==> config.mk <==
export PLATFORM = sky130hd
export DESIGN_NAME = sorted_wakeup_queue_unit
export DESIGN_NICKNAME = d
export VERILOG_FILES = /design/src/swq_pkg.sv /design/src/sorted_wakeup_queue_unit.sv /design/src/swq_cell.sv
export VERILOG_INCLUDE_DIRS = /design/src /design/src/src
export SDC_FILE = /design/constraint.sdc
export NUM_CORES = 2
export LEC_CHECK = 0
export CAP_MARGIN = 5
export CORE_UTILIZATION = 35
export DETAILED_ROUTE_END_ITERATION = 12
export DONT_BUFFER_PORTS = 1
export GPL_ROUTABILITY_DRIVEN = 0
export SETUP_SLACK_MARGIN = 0.02
export SLEW_MARGIN = 0
export SYNTH_ARGS = -nofsm -noshare
export SYNTH_HDL_FRONTEND = slang
export SYNTH_SLANG_ARGS = --single-unit
==> constraint.sdc <==
create_clock -name i_clk -period 5.8 [get_ports i_clk]
set_clock_uncertainty 0.15 [all_clocks]
set_input_delay 0.29 -clock i_clk [delete_from_list [all_inputs] [get_ports i_clk]]
set_output_delay 0.29 -clock i_clk [all_outputs]
set_load 0.005 [all_outputs]
==> src/sorted_wakeup_queue_unit_macros.svh <==
// Assertion macros for the sorted wake-up queue.
// Used by the top level only; needs nothing else.
`ifndef SORTED_WAKEUP_QUEUE_UNIT_MACROS_SVH
`define SORTED_WAKEUP_QUEUE_UNIT_MACROS_SVH

// same-cycle implication
`define SWQ_ASSERT_IMP(lbl, clk, rst_n, ante, cons, msg) \
    lbl: assert property (@(posedge clk) disable iff (!(rst_n)) (ante) |-> (cons)) \
        else $error(msg);

// next-cycle implication
`define SWQ_ASSERT_NEXT(lbl, clk, rst_n, ante, cons, msg) \
    lbl: assert property (@(posedge clk) disable iff (!(rst_n)) (ante) |=> (cons)) \
        else $error(msg);

`endif

==> src/swq_pkg.sv <==
// Shared types and constants of the sorted wake-up queue.
// No dependencies.
package swq_pkg;

    localparam int ID_W      = 8;
    localparam int KEY_W     = 32;
    localparam int CNT_OUT_W = 5;

    typedef enum logic {
        OP_INSERT = 1'b0,
        OP_POP    = 1'b1
    } t_op;

    typedef struct packed {
        logic [KEY_W-1:0] key;
        logic [ID_W-1:0]  id;
    } t_entry;

    typedef struct packed {
        logic   push;
        logic   pop;
        t_entry fresh;
    } t_cell_cmd;

endpackage

==> src/sorted_wakeup_queue_unit.sv <==
// Top level of the sorted wake-up queue: a row of swq_cell slots plus count
// and result register. Uses swq_pkg, swq_cell and the assertion macros.
//
// Usage:
//   Input channel (i_valid / o_ready) carries i_op, i_proc_id, i_wake_time.
//   i_op = insert places the entry ahead of the first stored entry with an
//   equal or later wake time; i_op = pop removes the head entry.
//   Output channel (o_valid / i_ready) returns one result item per input item:
//   pop fields, head wake time, empty flag, count and the dropped-insert flag.
//   The result is registered and presented in the cycle after acceptance.
//   Throughput: one item per cycle; every slot compares its key against the
//   new key in parallel and shifts to its neighbor in the same cycle.
//   The result register is the only buffer: while the receiver stalls with a
//   result pending, o_ready stays low and the store holds.
//   Reset clears the entry count and the result valid; slot contents are not
//   cleared, since only slots below the count are ever read.
//   An insert into a full store leaves it unchanged and flags insert_dropped.
`include "sorted_wakeup_queue_unit_macros.svh"
module sorted_wakeup_queue_unit #(
    parameter int CAPACITY = 16
) (
    input  logic                          i_clk,
    input  logic                          i_rst_n,
    input  logic                          i_valid,
    output logic                          o_ready,
    input  logic                          i_op,
    input  logic [swq_pkg::ID_W-1:0]      i_proc_id,
    input  logic [swq_pkg::KEY_W-1:0]     i_wake_time,
    output logic                          o_valid,
    input  logic                          i_ready,
    output logic                          o_pop_valid,
    output logic [swq_pkg::ID_W-1:0]      o_popped_id,
    output logic [swq_pkg::KEY_W-1:0]     o_popped_wake,
    output logic [swq_pkg::KEY_W-1:0]     o_head_wake,
    output logic                          o_queue_empty,
    output logic [swq_pkg::CNT_OUT_W-1:0] o_entry_count,
    output logic                          o_insert_dropped
);
    import swq_pkg::*;

    localparam int CW = $clog2(CAPACITY + 1);
    localparam logic [CW-1:0] CAP_CNT = CW'(CAPACITY);

    logic [CW-1:0] r_count;
    logic [CW-1:0] n_count;
    logic          r_valid;
    logic          n_valid;

    logic                 r_pop_valid, n_pop_valid;
    logic [ID_W-1:0]      r_popped_id, n_popped_id;
    logic [KEY_W-1:0]     r_popped_wake, n_popped_wake;
    logic [KEY_W-1:0]     r_head_wake, n_head_wake;
    logic                 r_queue_empty, n_queue_empty;
    logic [CNT_OUT_W-1:0] r_entry_count, n_entry_count;
    logic                 r_insert_dropped, n_insert_dropped;

    logic      w_accept;
    logic      w_is_pop;
    logic      w_full;
    t_cell_cmd w_cmd;
    t_entry    w_cell [CAPACITY];
    logic      w_ge   [CAPACITY];

    assign o_ready  = !r_valid || i_ready;
    assign w_accept = i_valid && o_ready;
    assign w_is_pop = (i_op == OP_POP);
    assign w_full   = (r_count == CAP_CNT);

    assign w_cmd.push      = w_accept && !w_is_pop && !w_full;
    assign w_cmd.pop       = w_accept && w_is_pop && (r_count != '0);
    assign w_cmd.fresh.key = i_wake_time;
    assign w_cmd.fresh.id  = i_proc_id;

    for (genvar g = 0; g < CAPACITY; g++) begin : g_cell
        t_entry w_prev;
        t_entry w_next;
        logic   w_prev_ge;
        logic   w_slot_valid;

        assign w_slot_valid = (CW'(g) < r_count);

        if (g == 0) begin : g_head
            assign w_prev    = w_cmd.fresh;
            assign w_prev_ge = 1'b0;
        end else begin : g_body
            assign w_prev    = w_cell[g-1];
            assign w_prev_ge = w_ge[g-1];
        end

        if (g == CAPACITY - 1) begin : g_tail
            assign w_next = w_cell[g];
        end else begin : g_mid
            assign w_next = w_cell[g+1];
        end

        swq_cell u_cell (
            .i_clk        (i_clk),
            .i_cmd        (w_cmd),
            .i_valid      (w_slot_valid),
            .i_prev_entry (w_prev),
            .i_prev_ge    (w_prev_ge),
            .i_next_entry (w_next),
            .o_entry      (w_cell[g]),
            .o_ge         (w_ge[g])
        );
    end

    always_comb begin
        n_count          = r_count;
        n_valid          = r_valid && !i_ready;
        n_pop_valid      = r_pop_valid;
        n_popped_id      = r_popped_id;
        n_popped_wake    = r_popped_wake;
        n_head_wake      = r_head_wake;
        n_queue_empty    = r_queue_empty;
        n_entry_count    = r_entry_count;
        n_insert_dropped = r_insert_dropped;
        if (w_accept) begin
            n_valid          = 1'b1;
            n_pop_valid      = 1'b0;
            n_popped_id      = '0;
            n_popped_wake    = '0;
            n_insert_dropped = 1'b0;
            n_head_wake      = '0;
            if (w_is_pop) begin
                if (w_cmd.pop) begin
                    n_count       = r_count - CW'(1);
                    n_pop_valid   = 1'b1;
                    n_popped_id   = w_cell[0].id;
                    n_popped_wake = w_cell[0].key;
                    if (r_count > CW'(1)) begin
                        n_head_wake = w_cell[1].key;
                    end
                end
            end else if (w_full) begin
                n_insert_dropped = 1'b1;
                n_head_wake      = w_cell[0].key;
            end else begin
                n_count     = r_count + CW'(1);
                n_head_wake = w_ge[0] ? i_wake_time : w_cell[0].key;
            end
            n_queue_empty = (n_count == '0);
            n_entry_count = CNT_OUT_W'(n_count);
        end
    end

    always_ff @(posedge i_clk) begin
        if (!i_rst_n) begin
            r_count <= '0;
            r_valid <= 1'b0;
        end else begin
            r_count <= n_count;
            r_valid <= n_valid;
        end
    end

    always_ff @(posedge i_clk) begin
        r_pop_valid      <= n_pop_valid;
        r_popped_id      <= n_popped_id;
        r_popped_wake    <= n_popped_wake;
        r_head_wake      <= n_head_wake;
        r_queue_empty    <= n_queue_empty;
        r_entry_count    <= n_entry_count;
        r_insert_dropped <= n_insert_dropped;
    end

    assign o_valid          = r_valid;
    assign o_pop_valid      = r_pop_valid;
    assign o_popped_id      = r_popped_id;
    assign o_popped_wake    = r_popped_wake;
    assign o_head_wake      = r_head_wake;
    assign o_queue_empty    = r_queue_empty;
    assign o_entry_count    = r_entry_count;
    assign o_insert_dropped = r_insert_dropped;

    `SWQ_ASSERT_IMP(a_count_bound, i_clk, i_rst_n, 1'b1, r_count <= CAP_CNT, "count overflow")
    `SWQ_ASSERT_IMP(a_head_order, i_clk, i_rst_n, r_count > CW'(1), w_cell[0].key <= w_cell[1].key, "head out of order")
    `SWQ_ASSERT_NEXT(a_pop_empty, i_clk, i_rst_n, w_accept && w_is_pop && (r_count == '0), (r_count == '0) && !o_pop_valid, "pop from empty changed state")
    `SWQ_ASSERT_NEXT(a_full_drop, i_clk, i_rst_n, w_accept && !w_is_pop && w_full, o_insert_dropped && $stable(r_count), "full insert not dropped")

endmodule

==> src/swq_cell.sv <==
// One slot of the sorted queue: holds an entry, compares it with the new key,
// and shifts toward the tail on insert or toward the head on pop. Uses swq_pkg.
module swq_cell (
    input  logic               i_clk,
    input  swq_pkg::t_cell_cmd i_cmd,
    input  logic               i_valid,
    input  swq_pkg::t_entry    i_prev_entry,
    input  logic               i_prev_ge,
    input  swq_pkg::t_entry    i_next_entry,
    output swq_pkg::t_entry    o_entry,
    output logic               o_ge
);
    import swq_pkg::*;

    t_entry r_entry;
    t_entry n_entry;
    logic   w_ge;

    assign w_ge    = !i_valid || (r_entry.key >= i_cmd.fresh.key);
    assign o_ge    = w_ge;
    assign o_entry = r_entry;

    always_comb begin
        n_entry = r_entry;
        priority if (i_cmd.push && w_ge) begin
            n_entry = i_prev_ge ? i_prev_entry : i_cmd.fresh;
        end else if (i_cmd.pop) begin
            n_entry = i_next_entry;
        end
    end

    always_ff @(posedge i_clk) begin
        r_entry <= n_entry;
    end

endmodule

==> impl_results.html <==
<table>
<tr><th>Metric</th><th>Value</th></tr>
<tr><th colspan="2">STA</th></tr>
<tr><td>Final Cycle Share</td><td>0.827</td></tr>
<tr><td>Worst slew margin relative to its limit</td><td>0.242</td></tr>
<tr><td>Setup tns final</td><td>0 ns</td></tr>
<tr><td>Unrepaired setup endpoints after global routing</td><td>false</td></tr>
<tr><td>Maximum frequency from static timing analysis</td><td>around 210 MHz</td></tr>
<tr><td>Actual slew at the worst max-slew pin</td><td>approximately 1.1 ns</td></tr>
<tr><td>Time the worst path needs with I/O delays and setup</td><td>4.80 ns</td></tr>
<tr><td>Number of slew-limit violations in the final report</td><td>0</td></tr>
<tr><td>Final setup slack of the worst path</td><td>1.00 ns</td></tr>
<tr><td>Number of hold-slack violations in the final timing report</td><td>0</td></tr>
<tr><td>Worst hold margin</td><td>0.0568 ns</td></tr>
<tr><td>Count of final setup violators</td><td>0</td></tr>
<tr><th colspan="2">Clock network</th></tr>
<tr><td>Clock tree from TritonCTS</td><td>yes</td></tr>
<tr><td>Root buffer selected by CTS</td><td>sky130_fd_sc_hd__clkbuf_16</td></tr>
<tr><td>Post_cts resized</td><td>0</td></tr>
<tr><td>H-Tree Depth</td><td>3</td></tr>
<tr><td>Clk slew on worst S/H paths</td><td>approximately 0.060 ns</td></tr>
<tr><td>Latest clock arrival within the worst-skew pair</td><td>0.68 ns</td></tr>
<tr><td>Largest buffer count on any clock path</td><td>3</td></tr>
<tr><td>Number of hold buffers added after CTS</td><td>46</td></tr>
<tr><td>CTS Sinks</td><td>roughly 730</td></tr>
<tr><td>Total CTS buffers</td><td>79</td></tr>
<tr><td>Post-CTS setup buffer count</td><td>0</td></tr>
<tr><th colspan="2">Worst setup path</th></tr>
<tr><td>Register-to-Register Path Depth</td><td>11</td></tr>
<tr><td>Crit path max fanout</td><td>40</td></tr>
<tr><td>Arr. time, crit path</td><td>~5.0 ns</td></tr>
<tr><td>Worst Setup End Kind</td><td>register</td></tr>
<tr><td>Crit Reg-Reg Endpoint</td><td>g_cell[13].u_cell.o_entry[27]</td></tr>
<tr><td>Required time at the worst-slack endpoint</td><td>6.05 ns</td></tr>
<tr><td>Worst r2r src</td><td>g_cell[13].u_cell.o_entry[8]</td></tr>
<tr><td>Critical path class</td><td>primary input to register</td></tr>
<tr><td>Critical Path Start Type</td><td>primary input</td></tr>
<tr><td>Reg-to-reg setup timing slack</td><td>1.42 ns</td></tr>
<tr><th colspan="2">Drt</th></tr>
<tr><td>Total vias in the final route</td><td>34300</td></tr>
<tr><td>Initial drt markers</td><td>2285</td></tr>
<tr><td>Wirelength, routed</td><td>129000 um</td></tr>
<tr><td>Remaining DRCs</td><td>0</td></tr>
<tr><td>Average wire per standard cell</td><td>21.0 um</td></tr>
<tr><td>Iteration count of the initial detailed-routing pass</td><td>5</td></tr>
<tr><td>Drt via density</td><td>5.57</td></tr>
<tr><td>Post-route antenna net violation count</td><td>0</td></tr>
<tr><th colspan="2">Worst hold path</th></tr>
<tr><td>Class of the most critical hold timing path</td><td>primary input to register</td></tr>
<tr><td>Sink of the worst hold path</td><td>g_cell[15].u_cell.o_entry[38]</td></tr>
<tr><td>Worst Hold Launch</td><td>i_wake_time[30]</td></tr>
<tr><td>Worst hold path depth</td><td>2</td></tr>
<tr><th colspan="2">Yosys</th></tr>
<tr><td>Top cell type by total area after synthesis</td><td>sky130_fd_sc_hd__edfxtp_1</td></tr>
<tr><td>Mean area per synthesized cell</td><td>10.9 um^2</td></tr>
<tr><td>Synth cell types</td><td>81</td></tr>
<tr><td>Nets in the synthesized netlist</td><td>around 4900</td></tr>
<tr><td>Post-synthesis async set-or-reset flop share</td><td>0</td></tr>
<tr><td>Number of enable-type register cells in the synthesized netlist</td><td>720</td></tr>
<tr><td>Fraction of post-synthesis cell area in the top cell type by area</td><td>0.455</td></tr>
<tr><td>Cell count after synthesis</td><td>~4400</td></tr>
<tr><td>Top cells by area in the synthesized netlist</td><td>sky130_fd_sc_hd__edfxtp_1 45%, sky130_fd_sc_hd__ha_1 14%, sky130_fd_sc_hd__mux2i_1 9.5%, sky130_fd_sc_hd__a21oi_1 5.2%, sky130_fd_sc_hd__o21ai_0 4.0%</td></tr>
<tr><td>Sequential-to-total area share from yosys stat</td><td>0.457</td></tr>
<tr><td>Combined area of all synthesized cells</td><td>47500 um^2</td></tr>
<tr><td>Leading register cell type out of synthesis</td><td>sky130_fd_sc_hd__edfxtp_1</td></tr>
<tr><td>#FFs+latches synth</td><td>about 730</td></tr>
<tr><td>Synth warnings</td><td>0</td></tr>
<tr><th colspan="2">Die</th></tr>
<tr><td>Placement row count</td><td>134</td></tr>
<tr><td>Initial core utilization</td><td>0.354</td></tr>
<tr><td>Standard cell core area</td><td>134000 um^2</td></tr>
<tr><td>Die outline area</td><td>roughly 140000 um^2</td></tr>
<tr><td>I/O pin total</td><td>127</td></tr>
<tr><td>Die Y-Extent</td><td>371 um</td></tr>
<tr><td>Horiz. Die Dim</td><td>371 um</td></tr>
<tr><th colspan="2">Global route</th></tr>
<tr><td>Number of global-route vias before repair</td><td>between 30000 and 40000</td></tr>
<tr><td>Met2 capacity usage during global routing</td><td>0.299</td></tr>
<tr><td>Met3 track demand over resource in global routing</td><td>0.0261</td></tr>
<tr><td>Pin count of the biggest net entering global routing</td><td>112</td></tr>
<tr><td>Total Routing Usage GR</td><td>0.184</td></tr>
<tr><td>Antenna violations before repair</td><td>6</td></tr>
<tr><td>Met1 Track Usage GR</td><td>0.256</td></tr>
<tr><td>Aggregate global routing overflow</td><td>0</td></tr>
<tr><td>Global-route wire length before repair</td><td>202000 um</td></tr>
<tr><td>Most Crowded Layer GR</td><td>met2</td></tr>
<tr><th colspan="2">Placement</th></tr>
<tr><td>Post-placement worst setup slack</td><td>~1.3 ns</td></tr>
<tr><td>DPL Wire Length</td><td>93300 um</td></tr>
<tr><td>Number of port buffers</td><td>0</td></tr>
<tr><td>Dpl cells</td><td>5946</td></tr>
<tr><td>Post-Place Cell Area</td><td>between 40000 and 50000 um^2</td></tr>
<tr><th colspan="2">Power and ir drop</th></tr>
<tr><td>Static Leak</td><td>20.2 nW</td></tr>
<tr><td>Max IR drop VDD</td><td>0.237 mV</td></tr>
<tr><td>Total power divided by cell area</td><td>307 nW/um^2</td></tr>
<tr><th colspan="2">Final layout</th></tr>
<tr><td>Commonest non-fill, non-tap cells in the layout</td><td>720 x sky130_fd_sc_hd__edfxtp_1, 515 x sky130_fd_sc_hd__ha_1, 491 x sky130_fd_sc_hd__a21oi_1</td></tr>
<tr><td>Growth of design area from synthesis to finish</td><td>10.7%</td></tr>
<tr><td>Fin nets</td><td>4865</td></tr>
<tr><td>Non-filler instance count after layout</td><td>6149</td></tr>
<tr><td>Most frequent standard cell in the layout excluding fill and tap cells</td><td>sky130_fd_sc_hd__edfxtp_1</td></tr>
<tr><td>Share of layout cells above drive strength 1</td><td>0.0849</td></tr>
<tr><td>Post-route design area</td><td>~53000 um^2</td></tr>
<tr><td>Number of filler cells placed in the layout</td><td>13000</td></tr>
<tr><th colspan="2">Run</th></tr>
<tr><td>Max Cap Viol</td><td>0</td></tr>
<tr><th colspan="2">Status</th></tr>
<tr><td>Run status</td><td>completed</td></tr>
</table>
[registers in the layout (all words and copies together) (netlist names)]
name                   count
g_cell.u_cell.o_entry    640
o_head_wake               32
o_popped_wake             32
o_popped_id                8
o_entry_count              5
r_count                    5
o_insert_dropped           1
o_pop_valid                1
o_queue_empty              1
o_valid                    1
[cells by family after synthesis]
kind of cell	share of synthesized area
compound gates	0.152
simple gates	0.0900
fa+ha+maj	0.136
buf+inv	0.0360
mux	0.129
xor+xnor	0.000553
flops	0.457
[cells in the mapped netlist, types with 4 or more instances]
library cell and count:
sky130_fd_sc_hd__or3_1 5, sky130_fd_sc_hd__dfxtp_1 6, sky130_fd_sc_hd__o21ai_0 380, sky130_fd_sc_hd__a221oi_1 18, sky130_fd_sc_hd__inv_1 59, sky130_fd_sc_hd__and2_1 47, sky130_fd_sc_hd__mux2_2 49, sky130_fd_sc_hd__a211o_1 10
sky130_fd_sc_hd__a2bb2oi_1 40, sky130_fd_sc_hd__a2111oi_0 8, sky130_fd_sc_hd__buf_6 19, sky130_fd_sc_hd__nor3_1 22, sky130_fd_sc_hd__o21ai_1 78, sky130_fd_sc_hd__o211ai_1 11, sky130_fd_sc_hd__buf_2 101, sky130_fd_sc_hd__nand4_1 55
sky130_fd_sc_hd__buf_4 27, sky130_fd_sc_hd__clkbuf_1 109, sky130_fd_sc_hd__and4_1 23, sky130_fd_sc_hd__a21oi_2 4, sky130_fd_sc_hd__a31oi_1 11, sky130_fd_sc_hd__a211oi_1 50, sky130_fd_sc_hd__nand2_1 363, sky130_fd_sc_hd__clkbuf_2 5
sky130_fd_sc_hd__o21a_1 15, sky130_fd_sc_hd__nor2b_1 20, sky130_fd_sc_hd__mux2_1 38, sky130_fd_sc_hd__buf_1 9, sky130_fd_sc_hd__ha_1 515, sky130_fd_sc_hd__nor2_1 323, sky130_fd_sc_hd__edfxtp_1 720, sky130_fd_sc_hd__nand2b_1 24
sky130_fd_sc_hd__mux2_4 40, sky130_fd_sc_hd__buf_12 4, sky130_fd_sc_hd__a21oi_1 494, sky130_fd_sc_hd__a21o_1 91, sky130_fd_sc_hd__nor4_1 6, sky130_fd_sc_hd__or2_2 8, sky130_fd_sc_hd__nand3_1 32, sky130_fd_sc_hd__mux2i_1 453
sky130_fd_sc_hd__and3_1 6
[metrics by stage]
stage          total power, mW   util
2_1_floorplan             9.63      -
3_3_place_gp              10.4  0.368
3_5_place_dp              10.6  0.368
4_1_cts                   16.2  0.392
5_1_grt                   16.9  0.392
6_report                  16.1  0.392
[how the worst max path moves through the flow]
| stage | endpoint | startpoint | slack [ns] |
|---|---|---|---|
| after floorplan | g_cell[11].u_cell.o_entry[0] | i_wake_time[22] | 0.12 |
| after global placement | g_cell[9].u_cell.o_entry[21] | i_wake_time[30] | 1.33 |
| after detailed placement | g_cell[13].u_cell.o_entry[4] | i_wake_time[1] | 1.32 |
| after CTS | g_cell[0].u_cell.o_entry[33] | i_wake_time[14] | 1.13 |
| after global routing | g_cell[13].u_cell.o_entry[34] | i_wake_time[14] | 0.84 |
| final | g_cell[10].u_cell.o_entry[18] | i_wake_time[7] | 1.00 |
[worst max-delay path, stage by stage]
cell,delay [ns]
sky130_fd_sc_hd__dlygate4sd3_1,1.01
sky130_fd_sc_hd__inv_1,0.32
sky130_fd_sc_hd__buf_4,0.29
sky130_fd_sc_hd__ha_1,0.34
sky130_fd_sc_hd__a21oi_1,0.13
sky130_fd_sc_hd__o21ai_0,0.13
sky130_fd_sc_hd__a221o_1,0.37
sky130_fd_sc_hd__a211oi_1,0.56
sky130_fd_sc_hd__o21ai_1,0.37
sky130_fd_sc_hd__a21oi_4,0.19
sky130_fd_sc_hd__buf_4,0.59
sky130_fd_sc_hd__mux2i_1,0.28
sky130_fd_sc_hd__o21ai_0,0.11
[area by class of cell]
type | count | area (um^2) | area share
Inverter | 60 | 225 | 0.00428
Clock buffer | 91 | 2040 | 0.0388
Antenna cell | 10 | 25.0 | 0.000476
Clock inverter | 56 | 726 | 0.0138
Timing Repair Buffer | 136 | 1270 | 0.0242
Multi-Input combinational cell | 3302 | 24400 | 0.463
Tap cell | 1768 | 2210 | 0.0421
Sequential cell | 726 | 21700 | 0.413
[power by group]
part / switching [mW] / internal [mW] / total, mW
clock network: 2.30 / 3.26 / 5.56
logic: 2.10 / 1.40 / 3.51
registers: 0.463 / 6.61 / 7.07
[routing by layer]
layer / wire [um] / share of wire
met1: 60700 / 0.47
met2: 60500 / 0.47
met3: 5400 / 0.042
met4: 2810 / 0.022
met5: 0 / 0
No activity file was read; power rests on OpenSTA's default activity.
